--- src/rtl/core/kfd_pkg.sv ---
package kfd_pkg;

    localparam int DEPTH  = 16;
    localparam int KEY_W  = 64;
    localparam int TIME_W = 48;
    localparam int IDX_W  = $clog2(DEPTH);
    localparam int CNT_W  = $clog2(DEPTH + 1);
    localparam int OP_W   = 3;
    localparam int ST_W   = 2;

    // operation codes
    localparam logic [OP_W-1:0] OP_PUSH     = 3'd0;
    localparam logic [OP_W-1:0] OP_POP      = 3'd1;
    localparam logic [OP_W-1:0] OP_CONTAINS = 3'd2;
    localparam logic [OP_W-1:0] OP_ERASE    = 3'd3;
    localparam logic [OP_W-1:0] OP_TICK     = 3'd4;

    // result kinds
    localparam logic [OP_W-1:0] KIND_PUSH     = 3'd0;
    localparam logic [OP_W-1:0] KIND_POP      = 3'd1;
    localparam logic [OP_W-1:0] KIND_CONTAINS = 3'd2;
    localparam logic [OP_W-1:0] KIND_ERASE    = 3'd3;
    localparam logic [OP_W-1:0] KIND_EXPIRY   = 3'd4;

    // status codes
    localparam logic [ST_W-1:0] ST_OK        = 2'd0;
    localparam logic [ST_W-1:0] ST_NOT_FOUND = 2'd1;
    localparam logic [ST_W-1:0] ST_FULL      = 2'd2;
    localparam logic [ST_W-1:0] ST_DUP       = 2'd3;

    typedef struct packed {
        logic accept;
        logic read;
        logic eval;
        logic finish;
    } kfd_cmd_t;

    typedef struct packed {
        logic op_ok;
        logic scan_done;
        logic ev_stall;
        logic fin_stall;
    } kfd_sts_t;

endpackage

--- src/rtl/core/kfd_req_if.sv ---
interface kfd_req_if
    import kfd_pkg::*;
();
    logic              valid;
    logic              ready;
    logic [OP_W-1:0]   operation;
    logic [KEY_W-1:0]  key;
    logic [TIME_W-1:0] deadline;

    modport source (output valid, operation, key, deadline, input ready);
    modport sink   (input valid, operation, key, deadline, output ready);
endinterface

--- src/rtl/core/kfd_rsp_if.sv ---
interface kfd_rsp_if
    import kfd_pkg::*;
();
    logic             valid;
    logic             ready;
    logic [OP_W-1:0]  kind;
    logic [ST_W-1:0]  status;
    logic [KEY_W-1:0] result_key;
    logic             found;
    logic [CNT_W-1:0] occupancy;
    logic             last;

    modport source (output valid, kind, status, result_key, found, occupancy, last,
                    input ready);
    modport sink   (input valid, kind, status, result_key, found, occupancy, last,
                    output ready);
endinterface

--- src/rtl/core/kfd_ctrl.sv ---
module kfd_ctrl
    import kfd_pkg::*;
(
    input  logic      clk,
    input  logic      rst_n,
    input  logic      req_valid,
    output logic      req_ready,
    input  kfd_sts_t  sts,
    output kfd_cmd_t  cmd
);

    localparam logic [1:0] S_IDLE = 2'd0;
    localparam logic [1:0] S_RD   = 2'd1;
    localparam logic [1:0] S_EV   = 2'd2;
    localparam logic [1:0] S_FIN  = 2'd3;

    logic [1:0] state_reg;
    logic [1:0] state_next;

    always_comb
    begin
        state_next = state_reg;
        cmd        = '0;
        req_ready  = 1'b0;
        unique case (state_reg)
            S_IDLE:
            begin
                req_ready = 1'b1;
                if (req_valid)
                begin
                    cmd.accept = 1'b1;
                    if (sts.op_ok)
                        state_next = S_RD;
                end
            end
            S_RD:
            begin
                if (sts.scan_done)
                    state_next = S_FIN;
                else
                begin
                    cmd.read   = 1'b1;
                    state_next = S_EV;
                end
            end
            S_EV:
            begin
                // hold while an expiry waits for the output register
                if (!sts.ev_stall)
                begin
                    cmd.eval   = 1'b1;
                    state_next = S_RD;
                end
            end
            S_FIN:
            begin
                if (!sts.fin_stall)
                begin
                    cmd.finish = 1'b1;
                    state_next = S_IDLE;
                end
            end
            default: state_next = S_IDLE;
        endcase
    end

    always_ff @(posedge clk or negedge rst_n)
    begin
        if (!rst_n)
            state_reg <= S_IDLE;
        else
            state_reg <= state_next;
    end

endmodule

--- src/rtl/core/kfd_datapath.sv ---
module kfd_datapath
    import kfd_pkg::*;
(
    input  logic              clk,
    input  logic              rst_n,
    input  kfd_cmd_t          cmd,
    output kfd_sts_t          sts,
    input  logic [OP_W-1:0]   req_operation,
    input  logic [KEY_W-1:0]  req_key,
    input  logic [TIME_W-1:0] req_deadline,
    input  logic              rsp_ready,
    output logic              rsp_valid,
    output logic [OP_W-1:0]   rsp_kind,
    output logic [ST_W-1:0]   rsp_status,
    output logic [KEY_W-1:0]  rsp_result_key,
    output logic              rsp_found,
    output logic [CNT_W-1:0]  rsp_occupancy,
    output logic              rsp_last
);

    logic [KEY_W-1:0]  mem_key [DEPTH];
    logic [TIME_W-1:0] mem_dl  [DEPTH];

    logic [OP_W-1:0]   op_reg;
    logic [KEY_W-1:0]  key_reg;
    logic [TIME_W-1:0] dl_reg;
    logic [CNT_W-1:0]  count_reg;
    logic [TIME_W-1:0] time_reg;
    logic [CNT_W-1:0]  scan_len_reg;
    logic [CNT_W-1:0]  rd_ptr_reg;
    logic [CNT_W-1:0]  wr_ptr_reg;
    logic              hit_reg;
    logic [KEY_W-1:0]  rkey_reg;
    logic [TIME_W-1:0] rdl_reg;
    logic              pend_valid_reg;
    logic [KEY_W-1:0]  pend_key_reg;
    logic [CNT_W-1:0]  pend_occ_reg;

    logic              out_valid_reg;
    logic [OP_W-1:0]   out_kind_reg;
    logic [ST_W-1:0]   out_status_reg;
    logic [KEY_W-1:0]  out_key_reg;
    logic              out_found_reg;
    logic [CNT_W-1:0]  out_occ_reg;
    logic              out_last_reg;

    logic              match;
    logic              is_tick;
    logic              drop;
    logic              out_free;
    logic              out_set;
    logic              ev_emit;
    logic              fin_emit;
    logic              full;
    logic              push_ok;
    logic              mem_we;
    logic [IDX_W-1:0]  mem_waddr;
    logic [KEY_W-1:0]  mem_wkey;
    logic [TIME_W-1:0] mem_wdl;
    logic [OP_W-1:0]   fin_kind;
    logic [ST_W-1:0]   fin_status;
    logic [KEY_W-1:0]  fin_key;
    logic              fin_found;
    logic [CNT_W-1:0]  fin_occ;

    always_comb
    begin
        match    = (rkey_reg == key_reg);
        is_tick  = (op_reg == OP_TICK);
        full     = (count_reg == CNT_W'(DEPTH));
        push_ok  = !full && !hit_reg;
        out_free = !out_valid_reg || rsp_ready;

        case (op_reg)
            OP_POP:   drop = (rd_ptr_reg == '0);
            OP_ERASE: drop = match && !hit_reg;
            OP_TICK:  drop = (rdl_reg <= time_reg);
            default:  drop = 1'b0;
        endcase

        ev_emit  = is_tick && drop && pend_valid_reg;
        fin_emit = !is_tick || pend_valid_reg;
        out_set  = (cmd.eval && ev_emit) || (cmd.finish && fin_emit);

        sts.op_ok     = (req_operation <= OP_TICK);
        sts.scan_done = (rd_ptr_reg == scan_len_reg);
        sts.ev_stall  = ev_emit && !out_free;
        sts.fin_stall = fin_emit && !out_free;
    end

    // closing result of the operation
    always_comb
    begin
        fin_kind   = op_reg;
        fin_status = ST_OK;
        fin_key    = '0;
        fin_found  = 1'b0;
        fin_occ    = count_reg;
        case (op_reg)
            OP_PUSH:
            begin
                fin_kind = KIND_PUSH;
                if (full)
                    fin_status = ST_FULL;
                else if (hit_reg)
                    fin_status = ST_DUP;
                else
                    fin_occ = count_reg + CNT_W'(1);
            end
            OP_POP:
            begin
                fin_kind   = KIND_POP;
                fin_status = hit_reg ? ST_OK : ST_NOT_FOUND;
                fin_key    = hit_reg ? pend_key_reg : '0;
            end
            OP_CONTAINS:
            begin
                fin_kind  = KIND_CONTAINS;
                fin_found = hit_reg;
            end
            OP_ERASE:
            begin
                fin_kind   = KIND_ERASE;
                fin_status = hit_reg ? ST_OK : ST_NOT_FOUND;
            end
            default:
            begin
                fin_kind = KIND_EXPIRY;
                fin_key  = pend_key_reg;
                fin_occ  = pend_occ_reg;
            end
        endcase
    end

    // one write port: compaction during the scan, append at the end of a push
    always_comb
    begin
        mem_we    = 1'b0;
        mem_waddr = wr_ptr_reg[IDX_W-1:0];
        mem_wkey  = rkey_reg;
        mem_wdl   = rdl_reg;
        if (cmd.eval && !drop)
            mem_we = 1'b1;
        else if (cmd.finish && op_reg == OP_PUSH && push_ok)
        begin
            mem_we    = 1'b1;
            mem_waddr = count_reg[IDX_W-1:0];
            mem_wkey  = key_reg;
            mem_wdl   = dl_reg;
        end
    end

    always_ff @(posedge clk)
    begin
        if (mem_we)
        begin
            mem_key[mem_waddr] <= mem_wkey;
            mem_dl[mem_waddr]  <= mem_wdl;
        end
        if (cmd.read)
        begin
            rkey_reg <= mem_key[rd_ptr_reg[IDX_W-1:0]];
            rdl_reg  <= mem_dl[rd_ptr_reg[IDX_W-1:0]];
        end
    end

    always_ff @(posedge clk or negedge rst_n)
    begin
        if (!rst_n)
        begin
            op_reg         <= OP_PUSH;
            count_reg      <= '0;
            time_reg       <= '0;
            scan_len_reg   <= '0;
            rd_ptr_reg     <= '0;
            wr_ptr_reg     <= '0;
            hit_reg        <= 1'b0;
            pend_valid_reg <= 1'b0;
            out_valid_reg  <= 1'b0;
        end
        else
        begin
            if (out_set)
                out_valid_reg <= 1'b1;
            else if (rsp_ready)
                out_valid_reg <= 1'b0;

            if (cmd.accept)
            begin
                op_reg         <= req_operation;
                scan_len_reg   <= count_reg;
                rd_ptr_reg     <= '0;
                wr_ptr_reg     <= '0;
                hit_reg        <= 1'b0;
                pend_valid_reg <= 1'b0;
                if (req_operation == OP_TICK)
                    time_reg <= time_reg + TIME_W'(1);
            end

            if (cmd.eval)
            begin
                rd_ptr_reg <= rd_ptr_reg + CNT_W'(1);
                if (drop)
                begin
                    count_reg <= count_reg - CNT_W'(1);
                    if (is_tick)
                        pend_valid_reg <= 1'b1;
                    else
                        hit_reg <= 1'b1;
                end
                else
                begin
                    wr_ptr_reg <= wr_ptr_reg + CNT_W'(1);
                    if ((op_reg == OP_PUSH || op_reg == OP_CONTAINS) && match)
                        hit_reg <= 1'b1;
                end
            end

            if (cmd.finish)
            begin
                if (op_reg == OP_PUSH && push_ok)
                    count_reg <= count_reg + CNT_W'(1);
            end
        end
    end

    always_ff @(posedge clk)
    begin
        if (cmd.accept)
        begin
            key_reg <= req_key;
            dl_reg  <= req_deadline;
        end
        if (cmd.eval && drop)
        begin
            pend_key_reg <= rkey_reg;
            pend_occ_reg <= count_reg - CNT_W'(1);
        end
        if (cmd.eval && ev_emit)
        begin
            // release the previous expiry; a later one follows it
            out_kind_reg   <= KIND_EXPIRY;
            out_status_reg <= ST_OK;
            out_key_reg    <= pend_key_reg;
            out_found_reg  <= 1'b0;
            out_occ_reg    <= pend_occ_reg;
            out_last_reg   <= 1'b0;
        end
        else if (cmd.finish && fin_emit)
        begin
            out_kind_reg   <= fin_kind;
            out_status_reg <= fin_status;
            out_key_reg    <= fin_key;
            out_found_reg  <= fin_found;
            out_occ_reg    <= fin_occ;
            out_last_reg   <= 1'b1;
        end
    end

    assign rsp_valid      = out_valid_reg;
    assign rsp_kind       = out_kind_reg;
    assign rsp_status     = out_status_reg;
    assign rsp_result_key = out_key_reg;
    assign rsp_found      = out_found_reg;
    assign rsp_occupancy  = out_occ_reg;
    assign rsp_last       = out_last_reg;

endmodule

--- src/rtl/core/keyed_fifo_with_deadline_expiry.sv ---
// Keyed timeout queue of up to DEPTH keys, kept oldest first, each with a
// deadline in ticks.
// req channel (sink): operation, key, deadline. One transfer per command:
//   push, pop oldest, contains, erase by key, tick. Codes above tick are
//   taken and dropped without a result.
// rsp channel (source): kind, status, result_key, found, occupancy, last.
//   Push, pop, contains and erase give one result; a tick gives one expiry
//   per entry whose deadline is at or before the advanced time, oldest
//   first, or none. last marks the final result of a command.
// Sequencing: one command is worked at a time. The entry store has one read
//   port and is swept one entry at a time, each read and then evaluated; the
//   final result of a command is registered once the sweep over the N entries
//   occupied when it was taken is done, and req is ready again from the cycle
//   in which that result appears. No new command is taken during the sweep.
// Output: a single result register. A waiting result does not block the
//   next command being taken; the sweep holds only when it must hand over
//   a further result while the register is still full. A stalled receiver
//   thus holds the block at most one result deep, with the payload steady.
// Reset: queue empty, current time zero, no result pending. Entry contents
//   are not cleared; only the occupied span is ever read.
module keyed_fifo_with_deadline_expiry
    import kfd_pkg::*;
(
    input  logic   clk,
    input  logic   rst_n,
    kfd_req_if.sink   req,
    kfd_rsp_if.source rsp
);

    kfd_cmd_t cmd;
    kfd_sts_t sts;

    // sequencer: idle, read, evaluate, finish
    kfd_ctrl u_ctrl (
        .clk       (clk),
        .rst_n     (rst_n),
        .req_valid (req.valid),
        .req_ready (req.ready),
        .sts       (sts),
        .cmd       (cmd)
    );

    // entry store, sweep pointers, occupancy, time and the result register
    kfd_datapath u_datapath (
        .clk            (clk),
        .rst_n          (rst_n),
        .cmd            (cmd),
        .sts            (sts),
        .req_operation  (req.operation),
        .req_key        (req.key),
        .req_deadline   (req.deadline),
        .rsp_ready      (rsp.ready),
        .rsp_valid      (rsp.valid),
        .rsp_kind       (rsp.kind),
        .rsp_status     (rsp.status),
        .rsp_result_key (rsp.result_key),
        .rsp_found      (rsp.found),
        .rsp_occupancy  (rsp.occupancy),
        .rsp_last       (rsp.last)
    );

endmodule

--- src/flat_wrapper.sv ---
// flat-port wrapper written by rule: the top's interface ports become plain ports
module keyed_fifo_with_deadline_expiry_flat import kfd_pkg::*;
  (clk, rst_n, req_valid, req_operation, req_key, req_deadline, req_ready, rsp_valid, rsp_kind, rsp_status, rsp_result_key, rsp_found, rsp_occupancy, rsp_last, rsp_ready);
  kfd_req_if req_i ();
  kfd_rsp_if rsp_i ();
  input  logic clk;
  input  logic rst_n;
  input wire logic [$bits(req_i.valid)-1:0] req_valid;
  input wire logic [$bits(req_i.operation)-1:0] req_operation;
  input wire logic [$bits(req_i.key)-1:0] req_key;
  input wire logic [$bits(req_i.deadline)-1:0] req_deadline;
  output wire logic [$bits(req_i.ready)-1:0] req_ready;
  output wire logic [$bits(rsp_i.valid)-1:0] rsp_valid;
  output wire logic [$bits(rsp_i.kind)-1:0] rsp_kind;
  output wire logic [$bits(rsp_i.status)-1:0] rsp_status;
  output wire logic [$bits(rsp_i.result_key)-1:0] rsp_result_key;
  output wire logic [$bits(rsp_i.found)-1:0] rsp_found;
  output wire logic [$bits(rsp_i.occupancy)-1:0] rsp_occupancy;
  output wire logic [$bits(rsp_i.last)-1:0] rsp_last;
  input wire logic [$bits(rsp_i.ready)-1:0] rsp_ready;
  assign req_i.valid = req_valid;
  assign req_i.operation = req_operation;
  assign req_i.key = req_key;
  assign req_i.deadline = req_deadline;
  assign req_ready = req_i.ready;
  assign rsp_valid = rsp_i.valid;
  assign rsp_kind = rsp_i.kind;
  assign rsp_status = rsp_i.status;
  assign rsp_result_key = rsp_i.result_key;
  assign rsp_found = rsp_i.found;
  assign rsp_occupancy = rsp_i.occupancy;
  assign rsp_last = rsp_i.last;
  assign rsp_i.ready = rsp_ready;
  keyed_fifo_with_deadline_expiry u_core (.clk(clk), .rst_n(rst_n), .req(req_i), .rsp(rsp_i));
endmodule
--- config.mk ---
export PLATFORM = sky130hd
export DESIGN_NAME = keyed_fifo_with_deadline_expiry_flat
export DESIGN_NICKNAME = d
export VERILOG_FILES = /design/src/rtl/core/kfd_pkg.sv /design/src/rtl/core/kfd_req_if.sv /design/src/rtl/core/kfd_rsp_if.sv /design/src/rtl/core/kfd_ctrl.sv /design/src/rtl/core/kfd_datapath.sv /design/src/rtl/core/keyed_fifo_with_deadline_expiry.sv /design/src/flat_wrapper.sv
export SDC_FILE = /design/constraint.sdc
export NUM_CORES = 2
export LEC_CHECK = 0
export BUFFER_PORTS_ARGS = -buffer_cell sky130_fd_sc_hd__buf_4
export CORE_MARGIN = 5
export CORE_UTILIZATION = 35
export DETAILED_ROUTE_END_ITERATION = 10
export GPL_TIMING_DRIVEN = 0
export PLACE_DENSITY = 0.5
export SLEW_MARGIN = 40
export SYNTH_ARGS = -nofsm -noshare
export SYNTH_HDL_FRONTEND = slang
export SYNTH_SLANG_ARGS = --single-unit
export TNS_END_PERCENT = 30
--- constraint.sdc ---
create_clock -name clk -period 10.49 [get_ports clk]
set_clock_uncertainty 0.1 [all_clocks]
set_input_delay 1.049 -clock clk [delete_from_list [all_inputs] [get_ports clk]]
set_output_delay 1.049 -clock clk [all_outputs]
set_load 0.01 [all_outputs]
* Word-level counts from Yosys, hierarchy flattened
Memory sizes are Yosys's and may differ from the RTL's. A register that Yosys moved wholly into a read port is not among the register bits.
Cells that the tools add are included.
W data, S select, Z words.
** Word-level totals
- Register bits after elaboration :: 333
- Bits in writable memories :: 1792
- Bits of input ports :: 119
- Output and inout port bits :: 78
- Logic and storage cells :: 140
- Memories :: 2
** Memory list
- u_core.u_datapath.mem_key :: depth 16, width 64, read ports 1, clocked after Yosys merged registers in 1, write ports 1, line kfd_datapath.sv:21 : logic [KEY_W-1:0] mem_key [DEPTH];
- u_core.u_datapath.mem_dl :: depth 16, width 48, read ports 1, clocked after Yosys merged registers in 1, write ports 1, line kfd_datapath.sv:22 : logic [TIME_W-1:0] mem_dl [DEPTH];
** Operators by class
- Add/subtract/negate cells :: 5
- Magnitude comparators :: 2
- Equal/unequal tests :: 15
- Multiplexer cells :: 61
- Reductions and logical operators :: 35
** Operator list (number)
- $mux W64 :: 5
- $pmux W64 S2 :: 1
- $mux W48 :: 2
- $mux W5 :: 13
- $eq A64 B64 Y1 :: 1
- $add A48 B1 Y48 const B :: 1
- $le A48 B48 Y1 :: 1
- $mux W1 :: 27
- $add A5 B1 Y5 const B :: 3
- $logic_and A1 B1 Y1 :: 14
- $mux W2 :: 6
- $pmux W3 S4 :: 1
- $pmux W5 S2 :: 1
- $mux W4 :: 2
- $pmux W2 S4 :: 1
- $eq A3 B2 Y1 const B :: 2
- $eq A3 B3 Y1 const B :: 2
- $logic_not A1 Y1 :: 6
- $ne A2 B2 Y1 const B :: 3
- $reduce_bool A2 Y1 :: 3
- $reduce_or A3 Y1 :: 2
- $eq A5 B5 Y1 :: 1
- $eq A5 B5 Y1 const B :: 1
- $logic_not A5 Y1 :: 1
- other kinds (14) :: 18

* Depth between registers and ports, before layout
- Word-level depth :: 12
- Gate-level depth with buffers :: 12
- Depth with buffers taken out :: 12

* By module
A second synthesis with hierarchy kept.
** Unflattened totals
- Cells, all modules :: 3763
- Area, all modules :: 85836.1 um^2
** Modules (own cells, without submodules)
- kfd_datapath :: times used 1, cells an instance 3748, area each 85693.4 um^2, sequential area each 66648.9 um^2
- kfd_ctrl :: times used 1, cells an instance 15, area each 142.6 um^2, sequential area each 50.0 um^2

* Worst setup path after synthesis
OpenSTA, ideal clock, no wires.
- Kind :: reg-to-reg
- Start point :: reg u_core.u_datapath.rd_ptr_reg[1]
- End point :: mem u_core.u_datapath.mem_dl[12][0], enable pin
- Setup time :: 0.585 ns
- Arrival time :: 7.091 ns
- Required time :: 9.805 ns
- Setup slack :: 2.714 ns
- Cell stages (with the launch flop) :: 11
- Buffers on the path :: 3
- Period minus slack after synthesis :: 7.776 ns
- Path through :: dfrtp_1 > clkbuf_1 > clkbuf_1 > clkbuf_1 > inv_1 > ha_1 > and3_1 > a31oi_1 > nand4_1 > o21a_1 > nor2_1
** On the way
- Longest elaborated chain between the ends :: 11
- Elaborated cells between the ends (all ways) :: 13
- Classes of those cells :: mux: 7; reduce/logical: 6
** Ends and longest elaborated chain
- start: declaration :: line kfd_datapath.sv:30 : logic [CNT_W-1:0] rd_ptr_reg;
- start signal: assignment :: line kfd_datapath.sv:202 : rd_ptr_reg <= rd_ptr_reg + CNT_W'(1);
- $logic_not A5 Y1 * :: line kfd_datapath.sv:75 : OP_POP: drop = (rd_ptr_reg == '0);
- $pmux W1 S3 * :: line kfd_datapath.sv:74 : case (op_reg)
- $logic_and A1 B1 Y1 (2 in a row) :: line kfd_datapath.sv:81 : ev_emit = is_tick && drop && pend_valid_reg;
- $logic_and A1 B1 Y1 :: line kfd_datapath.sv:87 : sts.ev_stall = ev_emit && !out_free;
- $mux W1 :: line kfd_ctrl.sv:49 : if (!sts.ev_stall)
- $mux W1 :: line kfd_ctrl.sv:25 : unique case (state_reg)
- $logic_and A1 B1 Y1 * :: line kfd_datapath.sv:142 : if (cmd.eval && !drop)
- $mux W1 :: line kfd_datapath.sv:142
- $mux W1 :: line kfd_datapath.sv:155 : if (mem_we)
- $mux W1 (not written as such) :: line kfd_datapath.sv:158 : mem_dl[mem_waddr] <= mem_wdl;
- end: declaration :: line kfd_datapath.sv:22
Every way passes the cells marked *; elsewhere a longest branch is shown, timed or not.

* Final worst setup path
- Start point :: reg u_core.u_datapath.rd_ptr_reg[1]
- End point :: mem u_core.u_datapath.mem_key[6][37], enable pin
** On the way
- Longest elaborated chain between the ends :: 11
- Elaborated cells between the ends (all ways) :: 13
- Classes of those cells :: mux: 7; reduce/logical: 6
** Ends and longest elaborated chain
- $logic_not A5 Y1 * :: line kfd_datapath.sv:75
- $pmux W1 S3 * :: line kfd_datapath.sv:74
- $logic_and A1 B1 Y1 (2 in a row) :: line kfd_datapath.sv:81
- $logic_and A1 B1 Y1 :: line kfd_datapath.sv:87
- $mux W1 :: line kfd_ctrl.sv:49
- $mux W1 :: line kfd_ctrl.sv:25
- $logic_and A1 B1 Y1 * :: line kfd_datapath.sv:142
- $mux W1 :: line kfd_datapath.sv:142
- $mux W1 :: line kfd_datapath.sv:155
- $mux W1 (not written as such) :: line kfd_datapath.sv:157 : mem_key[mem_waddr] <= mem_wkey;
- end: declaration :: line kfd_datapath.sv:21
Marked as above.

==> impl_metrics.ini <==
[layout]
area.growth.synth_to_final_pct = 21.0
final_common_cell = edfxtp_1
final_cell_mix = edfxtp_1 (2154), mux4_2 (560), nand2_1 (394), clkbuf_16 (231), buf_4 (196)
finalNonFillerCells = 8001
largest_reg_flops = 1024
fill_cells = 21000
layout.nets = 4777
reg.largest.list = u_core.u_datapath.mem_key (1024), u_core.u_datapath.mem_dl (768)
regMostFlops = u_core.u_datapath.mem_key
final_util = 0.426
drive_gt1_frac = 0.307

[routing]
drc = 0
drtAntennaViolNets = 0
drtPass1Iterations = 5
wl_per_cell_microns = 30.3
wl_mm = 242
vias = 42000
drt_iter0_markers = 4781
via_per_inst = 5.25

[sta]
setup_tns_ns = 0
period_share = 0.534
slew-limit-headroom = 0.410
grt_setup_unrepaired = no
max_freq_mhz = 179
fin_crit_ns = 5.60
hold_slack_ns = 0.128
finalSetupViolCount = 0
worst_slew_pin_slew_ns = 0.884
hold_viol_final = 0
slew_violations = 0

[floorplan]
design.portCount = 197
dieArea_sq_mm = 0.255
core-area_sq_mm = 0.243
rows = 181
initial_utilization = 0.352
dieHeight_microns = 505
die_w_microns = 505

[clock_network]
cts.reportedPaths.clkPinSlew_ns = 0.06
cts_made_buffers = 225
cts_tree = yes
clock_latency_ns = 0.86
clk_path_buf_depth = 3
clkSinkCount = 2236
cts_root_buf = clkbuf_16
htree_levels = 4
post_cts_buffers = 0
cts_hold_buffers = 0
cts_resized = 0

[global_route]
grt_use_total = 0.188
grt_pass1_wl_mm = 339
grt_overflow_total = 0
antenna_found_initial = 7
first_global_vias = 43000
grt_max_degree = 76

[critical_path]
end_kind = register
path_max_fanout = 11
crit_path_max_incr_delay_ns = 0.68
crit_required_ns = 10.94
critPathTopFamily = buffers and inverters
critical_path_class = reg -> reg
cp_cell_sequence = clkbuf_2 -> clkbuf_2 -> clkbuf_2 -> inv_1 -> ha_1 -> and3_1 -> a31oi_1 -> nand4_1 -> o32a_1 -> nor2_4 -> buf_16 -> buf_8 -> buf_8 -> buf_8 -> buf_16
critPathBufInv = 9
cp-start-kind = register
arrival_ns = 6.04
slowest_stage = clkbuf_2

[pwr]
p_seq_frac = 0.547
leakage_nw = 26.2
ir_worst_vdd_uv = 185
pwr-share-clk = 0.450
p_sw_frac = 0.195
p_int_mw = 14.2
p_per_area_mw_per_mm2 = 170
power_frac_comb = 0.002
p_switching_mw = 3.43
total_power_mw = 17.6

[logic_synthesis]
synth_fa_ha_area_frac = 0.00804
synth_compound_area_frac = 0.00761
synth_top_family_by_area = multiplexers
synth_xor_xnor_area_share = 0.0129
ys_ff_latch = 2236
yosysWarnings = 0
synth_ff_type = edfxtp_1
synth_enable_flop_cells = 2154
synth_simple_gate_area_frac = 0.0340
syn_inst = 3951
ys_seq_area_frac = 0.779
syn_area_sq_mm = 0.0856
syn_area_per_cell_sq_um = 21.7
synth.mux.area_fraction = 0.148
ys_types = 60
syn_nets = 4125
async_reset_ff_frac = 0.0335

[place]
dpl.cell_count = 7576
port-buffer-count = 196
dp_hpwl_mm = 165
gp_congestion = 0.749

[run]
maxCapViolCount = 0

[worst_hold_path]
hold_class = in -> async

[status]
status = complete, no violations
-- power by group through the flow --
stage,Clock (mW),Sequential (mW),Combinational (mW)
finish,7.94,9.64,0.0415
global route,8.50,9.64,0.0459
CTS,8.12,9.64,0.0430
detailed placement,0,9.83,0.0428
global placement,0,9.83,0.0422
floorplan,0,9.83,0.000322
-- worst register-to-register path, cell delays in order (launching register included) --
cell	delay, ns
dfrtp_1	0.47
clkbuf_2	0.49
clkbuf_2	0.69
clkbuf_2	0.50
inv_1	0.12
ha_1	0.21
and3_1	0.18
a31oi_1	0.41
nand4_1	0.29
o32a_1	0.40
nor2_4	0.43
buf_16	0.21
buf_8	0.18
buf_8	0.21
buf_8	0.22
buf_16	0.18
-- routing by layer --
metal / routed length (microns) / vias up / track usage
met1: 108000 / 22800 / 0.274
met5: 0 / - / 0
met4: 4840 / 0 / 0.0392
met3: 14900 / 295 / 0.0327
li1: - / 17500 / -
met2: 114000 / 1455 / 0.298
-- final cells by class --
cell class | count | area (sq um) | area share
timing repair buffer | 425 | 6400 | 0.0618
inverter | 67 | 264 | 0.00255
buffer | 168 | 792 | 0.00764
multi-input combinational | 1480 | 18300 | 0.176
clock buffer | 288 | 5990 | 0.0578
clock inverter | 132 | 1210 | 0.0117
antenna | 3 | 7.51 | 0.0000724
tap | 3202 | 4010 | 0.0387
sequential | 2236 | 66700 | 0.644
-- logic make-up after synthesis --
family / after synthesis
DFF: 2236
adders and majority gates: 55
AOI/OAI and AO/OA: 98
xor gates and xnor gates: 126
muxes: 567
and+or+nand+nor: 634
buffers and inverters: 235
-- cells in the mapped netlist (all sizes together) (7+ instances only) --
cell type	count	area, sq um
nor4	26	199
clkbuf	128	480
inv	66	248
nand2	397	1500
buf	40	164
a31oi	8	50.1
xnor2	55	482
nor2	42	160
dfrtp	75	1880
a21oi	27	139
mux4	560	12600
nor3	24	148
dfxtp	7	140
nand4	21	131
o21ai	24	120
nand3	29	150
a21o	7	52.6
edfxtp	2154	64700
and3	14	87.6
ha	55	688
nor2b	67	419
xor2	71	622
-- through the flow --
step | area (sq um) | worst slack [ns]
floorplan | 85600 | 2.71
global placement | 91100 | -8.18
detailed placement | 96400 | 4.88
CTS | 104000 | 4.85
global route | 104000 | 4.80
finish | 104000 | 4.89
-- final timing paths --
path	start	endpoint	slack, ns	cells past startpoint
worst max-delay path	u_core.u_datapath.rd_ptr_reg[1]	u_core.u_datapath.mem_key[6][37]	4.89	15
worst min-delay path	rst_n	u_core.u_datapath.time_reg[34]	0.13	1
worst max register to register	u_core.u_datapath.rd_ptr_reg[1]	u_core.u_datapath.mem_key[6][37]	4.89	15
worst min register to register	u_core.u_datapath.rsp_status[1]	u_core.u_datapath.rsp_status[1]	0.36	2
max in group asynchronous	rst_n	u_core.u_datapath.time_reg[15]	9.63	1
min in group clk	req_deadline[23]	u_core.u_datapath.dl_reg[23]	0.26	1
No activity file was read; power rests on OpenSTA's default activity.
